==> src/design/text_buffer_with_cursor_clipboard_core_assert.svh <==
// assertion macros for the text buffer core
`ifndef TEXT_BUFFER_WITH_CURSOR_CLIPBOARD_CORE_ASSERT_SVH
`define TEXT_BUFFER_WITH_CURSOR_CLIPBOARD_CORE_ASSERT_SVH

`ifndef ASSERT_OFF
// property checked on every clock edge outside reset
`define TBC_ASSERT(lbl, prop, msg) \
    lbl: assert property (@(posedge i_clk) disable iff (!i_rst_n) (prop)) else $error(msg);
// condition in one cycle implies a result in the next
`define TBC_ASSERT_NEXT(lbl, pre, post, msg) \
    lbl: assert property (@(posedge i_clk) disable iff (!i_rst_n) (pre) |=> (post)) \
        else $error(msg);
`else
`define TBC_ASSERT(lbl, prop, msg)
`define TBC_ASSERT_NEXT(lbl, pre, post, msg)
`endif

`endif

==> src/design/tbc_pkg.sv <==
`default_nettype none

package tbc_pkg;

    // command codes
    localparam logic [2:0] CMD_LEFT   = 3'd0;
    localparam logic [2:0] CMD_RIGHT  = 3'd1;
    localparam logic [2:0] CMD_INSERT = 3'd2;
    localparam logic [2:0] CMD_CUT    = 3'd3;
    localparam logic [2:0] CMD_COPY   = 3'd4;
    localparam logic [2:0] CMD_PASTE  = 3'd5;
    localparam logic [2:0] CMD_READ   = 3'd6;

    // input word
    typedef struct packed {
        logic [2:0] cmd;
        logic [7:0] ch;
        logic [8:0] count;
        logic [7:0] index;
    } t_in_word;

    // result word
    typedef struct packed {
        logic [8:0] text_length;
        logic [8:0] cursor;
        logic [7:0] read_char;
        logic       read_valid;
        logic [8:0] clip_length;
        logic       overflow;
    } t_out_word;

endpackage

`default_nettype wire

==> src/design/tbc_stream_if.sv <==
`default_nettype none

interface tbc_stream_if #(
    parameter type T = logic
);
    logic valid;
    logic ready;
    T     data;

    modport source (output valid, output data, input ready);
    modport sink (input valid, input data, output ready);
endinterface

`default_nettype wire

==> src/design/text_buffer_with_cursor_clipboard_core.sv <==
`default_nettype none
`include "text_buffer_with_cursor_clipboard_core_assert.svh"

// Text buffer with cursor and clipboard. One command word in, one status word out. The text and
// the clipboard sit in two single-port-read memories of TEXT_CAPACITY bytes; every character
// move goes through one read per cycle with the write in the cycle after it, stepped by a single
// shared address/count unit. Each accepted command passes through a decode state and, for left,
// right, read and the unused code, straight on to a done state, where the result word is
// registered. Insert shifts the tail up and then puts the character, or only flags overflow
// when the text is full; cut copies the taken bytes to the clipboard and then closes the gap;
// copy only fills the clipboard; paste shifts the tail up and then fills in from the clipboard.
// The input side is ready only between commands, and a finished result waits in an output
// register while the next command is taken; a result that is still not taken when the next one
// finishes holds the block until it is. No clearing pass runs after reset.
module text_buffer_with_cursor_clipboard_core #(
    parameter int TEXT_CAPACITY = 256
) (
    input  wire logic     i_clk,
    input  wire logic     i_rst_n,
    tbc_stream_if.sink    i_in,
    tbc_stream_if.source  o_out
);
    import tbc_pkg::*;

    localparam int AW = $clog2(TEXT_CAPACITY);
    localparam int CW = $clog2(TEXT_CAPACITY + 1);
    localparam int XW = (CW > 9) ? CW : 9;
    localparam logic [CW-1:0] CAP = CW'(TEXT_CAPACITY);

    typedef enum logic [6:0] {
        S_IDLE   = 7'b0000001,
        S_DECODE = 7'b0000010,
        S_CLIP   = 7'b0000100,
        S_SHIFT  = 7'b0001000,
        S_FILL   = 7'b0010000,
        S_PUT    = 7'b0100000,
        S_DONE   = 7'b1000000
    } t_state;

    t_state          r_state, n_state;
    logic [2:0]      r_cmd, n_cmd;
    logic [7:0]      r_ch, n_ch;
    logic [8:0]      r_count, n_count;
    logic [7:0]      r_idx, n_idx;
    logic [CW-1:0]   r_tcnt, n_tcnt;
    logic [CW-1:0]   r_cur, n_cur;
    logic [CW-1:0]   r_ccnt, n_ccnt;
    logic [CW-1:0]   r_n, n_n;
    logic [CW-1:0]   r_rem, n_rem;
    logic [AW-1:0]   r_src, n_src;
    logic [AW-1:0]   r_dst, n_dst;
    logic            r_down, n_down;
    logic            r_ovf, n_ovf;
    logic            r_rvalid, n_rvalid;
    logic            r_wp, n_wp;
    logic [AW-1:0]   r_wa, n_wa;
    logic            r_wclip, n_wclip;
    logic            r_wfrom_clip, n_wfrom_clip;
    logic            r_ovalid, n_ovalid;
    t_out_word       r_out, n_out;

    logic [7:0]      text_mem [TEXT_CAPACITY];
    logic [7:0]      clip_mem [TEXT_CAPACITY];
    logic [7:0]      r_text_q;
    logic [7:0]      r_clip_q;

    t_in_word        in_w;
    logic            in_acc;
    logic [XW-1:0]   tc_x, cp_x, cc_x, cnt_x, idx_x;
    logic [CW-1:0]   avail, take, room, pn;
    logic            paste_short;
    logic            step;
    logic [AW-1:0]   text_raddr;
    logic            text_we;
    logic [AW-1:0]   text_wa;
    logic [7:0]      text_wd;
    logic            clip_we;

    assign in_w   = i_in.data;
    assign in_acc = i_in.valid && i_in.ready;
    assign i_in.ready  = (r_state == S_IDLE);
    assign o_out.valid = r_ovalid;
    assign o_out.data  = r_out;

    // widened views for compares against the input fields
    assign tc_x  = XW'(r_tcnt);
    assign cp_x  = XW'(r_cur);
    assign cc_x  = XW'(r_ccnt);
    assign cnt_x = XW'(r_count);
    assign idx_x = XW'(r_idx);

    // command bounds
    assign avail       = r_tcnt - r_cur;
    assign take        = (cnt_x < XW'(avail)) ? CW'(r_count) : avail;
    assign room        = CAP - r_tcnt;
    assign paste_short = (r_ccnt > room);
    assign pn          = paste_short ? room : r_ccnt;

    // one character moves per cycle while a count remains
    assign step = ((r_state == S_CLIP) || (r_state == S_SHIFT) || (r_state == S_FILL))
                  && (r_rem != '0);

    // memory ports
    assign text_raddr = ((r_state == S_CLIP) || (r_state == S_SHIFT)) ? r_src : AW'(r_idx);
    assign text_we    = (r_wp && !r_wclip) || (r_state == S_PUT);
    assign text_wa    = (r_state == S_PUT) ? AW'(r_cur) : r_wa;
    assign text_wd    = (r_state == S_PUT) ? r_ch : (r_wfrom_clip ? r_clip_q : r_text_q);
    assign clip_we    = r_wp && r_wclip;

    always_ff @(posedge i_clk) begin
        if (text_we) begin
            text_mem[text_wa] <= text_wd;
        end
        r_text_q <= text_mem[text_raddr];
    end

    always_ff @(posedge i_clk) begin
        if (clip_we) begin
            clip_mem[r_wa] <= r_text_q;
        end
        r_clip_q <= clip_mem[r_src];
    end

    // sequencer
    always_comb begin
        n_state      = r_state;
        n_cmd        = r_cmd;
        n_ch         = r_ch;
        n_count      = r_count;
        n_idx        = r_idx;
        n_tcnt       = r_tcnt;
        n_cur        = r_cur;
        n_ccnt       = r_ccnt;
        n_n          = r_n;
        n_rem        = r_rem;
        n_src        = r_src;
        n_dst        = r_dst;
        n_down       = r_down;
        n_ovf        = r_ovf;
        n_rvalid     = r_rvalid;
        n_wp         = 1'b0;
        n_wa         = r_wa;
        n_wclip      = r_wclip;
        n_wfrom_clip = r_wfrom_clip;
        n_ovalid     = r_ovalid;
        n_out        = r_out;

        // drop the result word once taken
        if (r_ovalid && o_out.ready) begin
            n_ovalid = 1'b0;
        end

        // shared address and count stepping
        if (step) begin
            n_wp         = 1'b1;
            n_wa         = r_dst;
            n_wclip      = (r_state == S_CLIP);
            n_wfrom_clip = (r_state == S_FILL);
            n_src        = r_down ? r_src - AW'(1) : r_src + AW'(1);
            n_dst        = r_down ? r_dst - AW'(1) : r_dst + AW'(1);
            n_rem        = r_rem - CW'(1);
        end

        unique case (r_state)
            S_IDLE: begin
                if (in_acc) begin
                    n_cmd   = in_w.cmd;
                    n_ch    = in_w.ch;
                    n_count = in_w.count;
                    n_idx   = in_w.index;
                    n_state = S_DECODE;
                end
            end
            S_DECODE: begin
                n_ovf    = 1'b0;
                n_rvalid = 1'b0;
                n_state  = S_DONE;
                unique case (r_cmd) inside
                    CMD_LEFT: begin
                        if (r_cur != '0) begin
                            n_cur = r_cur - CW'(1);
                        end
                    end
                    CMD_RIGHT: begin
                        if (r_cur < r_tcnt) begin
                            n_cur = r_cur + CW'(1);
                        end
                    end
                    CMD_INSERT: begin
                        if (r_tcnt == CAP) begin
                            n_ovf = 1'b1;
                        end else begin
                            n_rem   = avail;
                            n_src   = AW'(r_tcnt - CW'(1));
                            n_dst   = AW'(r_tcnt);
                            n_down  = 1'b1;
                            n_state = S_SHIFT;
                        end
                    end
                    CMD_CUT, CMD_COPY: begin
                        n_ccnt  = take;
                        n_n     = take;
                        n_rem   = take;
                        n_src   = AW'(r_cur);
                        n_dst   = '0;
                        n_down  = 1'b0;
                        n_state = S_CLIP;
                    end
                    CMD_PASTE: begin
                        n_ovf   = paste_short;
                        n_n     = pn;
                        n_rem   = (pn == '0) ? '0 : avail;
                        n_src   = AW'(r_tcnt - CW'(1));
                        n_dst   = AW'(r_tcnt - CW'(1) + pn);
                        n_down  = 1'b1;
                        n_state = S_SHIFT;
                    end
                    CMD_READ: begin
                        n_rvalid = (idx_x < tc_x);
                    end
                    default: begin
                    end
                endcase
            end
            S_CLIP: begin
                if (!step) begin
                    if (r_cmd == CMD_CUT) begin
                        // close the gap behind the cut
                        n_rem   = (r_n == '0) ? '0 : r_tcnt - r_cur - r_n;
                        n_src   = AW'(r_cur + r_n);
                        n_dst   = AW'(r_cur);
                        n_down  = 1'b0;
                        n_state = S_SHIFT;
                    end else begin
                        n_state = S_DONE;
                    end
                end
            end
            S_SHIFT: begin
                if (!step) begin
                    case (r_cmd)
                        CMD_INSERT: begin
                            n_state = S_PUT;
                        end
                        CMD_PASTE: begin
                            n_rem   = r_n;
                            n_src   = '0;
                            n_dst   = AW'(r_cur);
                            n_down  = 1'b0;
                            n_state = S_FILL;
                        end
                        default: begin
                            n_tcnt  = r_tcnt - r_n;
                            n_state = S_DONE;
                        end
                    endcase
                end
            end
            S_FILL: begin
                if (!step) begin
                    n_tcnt  = r_tcnt + r_n;
                    n_cur   = r_cur + r_n;
                    n_state = S_DONE;
                end
            end
            S_PUT: begin
                n_tcnt  = r_tcnt + CW'(1);
                n_cur   = r_cur + CW'(1);
                n_state = S_DONE;
            end
            S_DONE: begin
                if (!r_ovalid || o_out.ready) begin
                    n_out.text_length = tc_x[8:0];
                    n_out.cursor      = cp_x[8:0];
                    n_out.read_char   = r_rvalid ? r_text_q : 8'd0;
                    n_out.read_valid  = r_rvalid;
                    n_out.clip_length = cc_x[8:0];
                    n_out.overflow    = r_ovf;
                    n_ovalid          = 1'b1;
                    n_state           = S_IDLE;
                end
            end
            default: begin
                n_state = S_IDLE;
            end
        endcase
    end

    // control state
    always_ff @(posedge i_clk) begin
        if (!i_rst_n) begin
            r_state  <= S_IDLE;
            r_tcnt   <= '0;
            r_cur    <= '0;
            r_ccnt   <= '0;
            r_ovalid <= 1'b0;
            r_wp     <= 1'b0;
        end else begin
            r_state  <= n_state;
            r_tcnt   <= n_tcnt;
            r_cur    <= n_cur;
            r_ccnt   <= n_ccnt;
            r_ovalid <= n_ovalid;
            r_wp     <= n_wp;
        end
    end

    // command fields, move registers and result word
    always_ff @(posedge i_clk) begin
        r_cmd        <= n_cmd;
        r_ch         <= n_ch;
        r_count      <= n_count;
        r_idx        <= n_idx;
        r_n          <= n_n;
        r_rem        <= n_rem;
        r_src        <= n_src;
        r_dst        <= n_dst;
        r_down       <= n_down;
        r_ovf        <= n_ovf;
        r_rvalid     <= n_rvalid;
        r_wa         <= n_wa;
        r_wclip      <= n_wclip;
        r_wfrom_clip <= n_wfrom_clip;
        r_out        <= n_out;
    end

    // checks
    `TBC_ASSERT(a_cur_in_text, r_cur <= r_tcnt, "cursor past end of text")
    `TBC_ASSERT(a_text_bound, (r_tcnt <= CAP) && (r_ccnt <= CAP), "count above capacity")
    `TBC_ASSERT(a_put_no_pend, (r_state == S_PUT) |-> !r_wp, "two text writes in one cycle")
    `TBC_ASSERT_NEXT(a_fill_end, (r_state == S_FILL) && (r_rem == '0),
        r_tcnt == $past(r_tcnt) + $past(r_n), "paste length not added")

endmodule

`default_nettype wire
==> src/flat_wrapper.sv <==
// flat-port wrapper written by rule: the top's interface ports become plain ports
module text_buffer_with_cursor_clipboard_core_flat import tbc_pkg::*;
#(
    parameter int TEXT_CAPACITY = 256
)
  (i_clk, i_rst_n, i_in_valid, i_in_data, i_in_ready, o_out_valid, o_out_data, o_out_ready);
  tbc_stream_if i_in_i ();
  tbc_stream_if o_out_i ();
  input  wire logic i_clk;
  input  wire logic i_rst_n;
  input wire logic [$bits(i_in_i.valid)-1:0] i_in_valid;
  input wire logic [$bits(i_in_i.data)-1:0] i_in_data;
  output wire logic [$bits(i_in_i.ready)-1:0] i_in_ready;
  output wire logic [$bits(o_out_i.valid)-1:0] o_out_valid;
  output wire logic [$bits(o_out_i.data)-1:0] o_out_data;
  input wire logic [$bits(o_out_i.ready)-1:0] o_out_ready;
  assign i_in_i.valid = i_in_valid;
  assign i_in_i.data = i_in_data;
  assign i_in_ready = i_in_i.ready;
  assign o_out_valid = o_out_i.valid;
  assign o_out_data = o_out_i.data;
  assign o_out_i.ready = o_out_ready;
  text_buffer_with_cursor_clipboard_core #(.TEXT_CAPACITY(TEXT_CAPACITY)) u_core (.i_clk(i_clk), .i_rst_n(i_rst_n), .i_in(i_in_i), .o_out(o_out_i));
endmodule
==> config.mk <==
export PLATFORM = sky130hd
export DESIGN_NAME = text_buffer_with_cursor_clipboard_core_flat
export DESIGN_NICKNAME = d
export VERILOG_FILES = /design/src/design/tbc_pkg.sv /design/src/design/tbc_stream_if.sv /design/src/design/text_buffer_with_cursor_clipboard_core.sv /design/src/flat_wrapper.sv
export VERILOG_INCLUDE_DIRS = /design/src /design/src/design
export SDC_FILE = /design/constraint.sdc
export NUM_CORES = 1
export LEC_CHECK = 0
export CORE_AREA = 2 2 39 41
export CTS_CLUSTER_DIAMETER = 150
export DETAILED_ROUTE_END_ITERATION = 10
export DIE_AREA = 0 0 41 43
export DONT_BUFFER_PORTS = 1
export SYNTH_ARGS = -nofsm -noshare
export SYNTH_HDL_FRONTEND = slang
export SYNTH_SLANG_ARGS = --single-unit
==> constraint.sdc <==
create_clock -name i_clk -period 1.1 [get_ports i_clk]
set_input_delay 0.22 -clock i_clk [delete_from_list [all_inputs] [get_ports i_clk]]
set_output_delay 0.22 -clock i_clk [all_outputs]
set_load 0.01 [all_outputs]
==> metrics.md <==
| Metric | Value |
|---|---|
| Unrepaired setup endpoints after global routing | true |
| Period utilisation layout | 1.02 |
| Reg2reg start | u_core.r_state[1]$_SDFFE_PN0P_ |
| Yosys reg bits | 4 |
| Worst-path clk slew | 0.03 ns |
| Fmax | 890 MHz |
| Crit path cell chain | nor3b_4 > buf_4 |
| Crit Path Class | reg2out |
| Fin crit period | 1.12 ns |
| First-pass detailed-route iteration total | 1 |
| Routability Congestion | 0.717 |
| Layout overhead on the synthesized area | 40.3% |
| Commonest non-fill, non-tap cells in the layout | buf_4, clkbuf_4, dfxtp_2 |
| Detail Route Antenna Nets | 0 |
| Fillers | 147 |
| Final hold violations | 0 |
| PortBufs | 0 |
| Post-Synthesis Cell Area | ~190 µm² |
| Via density | 3.61 |
| Yosys cell types | 16 |
| Max Slew Vio Count | 0 |
| Commonest non-fill, non-tap cell in the layout | buf_4 |
| Synth warn | 0 |
| Post-Layout Inst Area | ~260 µm² |
| Clock sink count | 4 |
| HPWL after DPL | around 250 µm |
| Hold Path Class | in2reg |
| Synth top area share | 0.430 |
| H-tree depth | 1 |
| Die X | 41 µm |
| Hold path depth | 1 |
| Worst Skew | a little under 0.002 ns |
| Via count | ~150 |
| Placement-stage cell area | 214 µm² |
| WHS Endpoint | u_core.o_out.valid$_SDFF_PN0_ |
| Grt ovf | 0 |
| Clock root cell | clkbuf_4 |
| Outcome | complete, but fails checks |
| Share of layout cells above drive strength 1 | 0.480 |
| Final #Nets | 32 |
| Routed WL | 358 µm |
| CTS tree | yes |
| Maximum root-to-sink buffer count | 2 |
| Reg2reg end | u_core.r_state[0]$_SDFFE_PN1P_ |
| Failing checks | negative setup slack |
| CP max FO | 4 |
| Core area | 0.00138 mm² |
| DR WL/cell | 8.73 µm |
| Tot GR Track Use | 0.0584 |
| Syn Nets | 24 |
| Worst setup SP type | register |
| Peak supply drop | approximately 340 µV |
| Initial antenna violation count | 0 |
| Setup violators final | 1 |
| Critical Path Slowest Stage Cell | dfxtp_2 |
| CP max stage delay | around 0.33 ns |
| Required @ worst endpoint | 0.88 ns |
| Max Cap Viol | 0 |
| Largest cells by area after synthesis | dfxtp_1, and4bb_1, nor3b_2 |
| Setup TNS Final | -0.0230 ns |
| DRC violations left | 0 |
| WP data arrival | 0.90 ns |
| Pin count of the biggest net entering global routing | 5 |
| Setup ws final | -0.0230 ns |
| Worst Hold Launch | i_rst_n |
| CTS buffer count | 3 |
| Register area share after synthesis | 0.430 |
| Power density cells | ~1500 mW/mm² |
| Clock Latency Late Sink | 0.23 ns |
| Ports | 8 |
| Mapped Avg Cell Area | between 9 and 10 µm² |
| Initial core utilization | 0.135 |
| Via count of the first global-routing pass | 164 |
| Die Area | between 0.0015 and 0.002 mm² |
| Post-Synthesis Cells | 19 |
| Reg2reg setup slack | 0.11 ns |
| Row cnt | 14 |
| CP Capture Type | primary output |
| # hold bufs at CTS | 0 |
| Initial drt markers | 0 |
| ANT cells | 0 |
| Lkg Pwr | 0.117 nW |
| First-pass GRT wire length | 614 µm |
| Die Span Y | 43 µm |
| Synth area leader | dfxtp_1 |
| Reg2reg path depth | 3 |
## repair_timing
action / CTS / global route
gates resized for setup: 4 / 0
pin swaps: 1 / 0
setup endpoints to repair: 1 / 1
buffers inserted: 1 / 1
## flip-flops by register name, indices dropped and copies added (netlist names)
| signal | flops |
|---|---|
| u_core.r_state | 3 |
| u_core.o_out.valid | 1 |
## worst max-delay path: cells and delay by family, from the launching register on
family | cells | cell delay, ns
buffers and inverters | 1 | 0.15
flip-flops | 1 | 0.33
AND/OR/NAND/NOR | 1 | 0.20
## worst max-delay path by stage
stage                                   startpoint                              to  depth (start not counted)
floorplan           u_core.r_state[0]$_SDFFE_PN1P_  u_core.r_state[0]$_SDFFE_PN1P_                          3
global placement    u_core.r_state[0]$_SDFFE_PN1P_                      i_in_ready                          2
detailed placement  u_core.r_state[6]$_SDFFE_PN0P_  u_core.r_state[0]$_SDFFE_PN1P_                          3
CTS                 u_core.r_state[1]$_SDFFE_PN0P_                      i_in_ready                          2
global route        u_core.r_state[1]$_SDFFE_PN0P_                      i_in_ready                          2
finish              u_core.r_state[1]$_SDFFE_PN0P_                      i_in_ready                          2
## layer usage
metal,vias to the layer above,part of all wire,global-route usage
li1,74,-,-
met1,69,0.42,0.0712
met2,5,0.46,0.0594
met3,0,0.12,0.0262
met4,0,0,0.0800
met5,-,0,0
## synthesized netlist by cell type, drive strengths merged
library cell,number
dfxtp,4
nor3b,2
a21bo,1
and2b,1
and3,1
and4bb,1
buf,1
conb,1
inv,1
nand2,1
nor2,1
nor2b,1
nor3,1
o21a,1
o21bai,1
## stage by stage
stage	setup slack (ns)	std cells	utilization	hold WS [ns]	power, mW
after floorplan	0.138	19	-	0.338	0.182
after global placement	0.116	36	0.155	0.339	0.189
after detailed placement	0.118	36	0.155	0.343	0.190
after CTS	-0.0392	40	0.184	0.0981	0.390
after global routing	-0.0694	41	0.189	0.108	0.404
final	-0.0230	41	0.189	0.108	0.381
## final cells by class
type / count / area (µm²) / area share
multi-input cells: 13 / 101 / 0.388
flip-flops and latches: 4 / 83.8 / 0.321
repair buffers: 4 / 30.0 / 0.115
clock buffers: 3 / 22.5 / 0.0861
well taps: 16 / 20.0 / 0.0766
inverters: 1 / 3.75 / 0.0144
## logic make-up (layout without fill, tap and decap cells)
kind of cell | count (synthesis) | after routing | synth area share
other | 1 | 1 | 0.0201
AO/OA/AOI/OAI | 3 | 3 | 0.134
flip-flops | 4 | 4 | 0.430
buffers and inverters | 2 | 8 | 0.0604
AND/OR/NAND/NOR | 9 | 9 | 0.356
## report_power, final
group	switching, mW	internal [mW]
Sequential	0.00627	0.153
Clock	0.0550	0.122
Combinational	0.0154	0.0294
(Power assumes the default switching activity.)
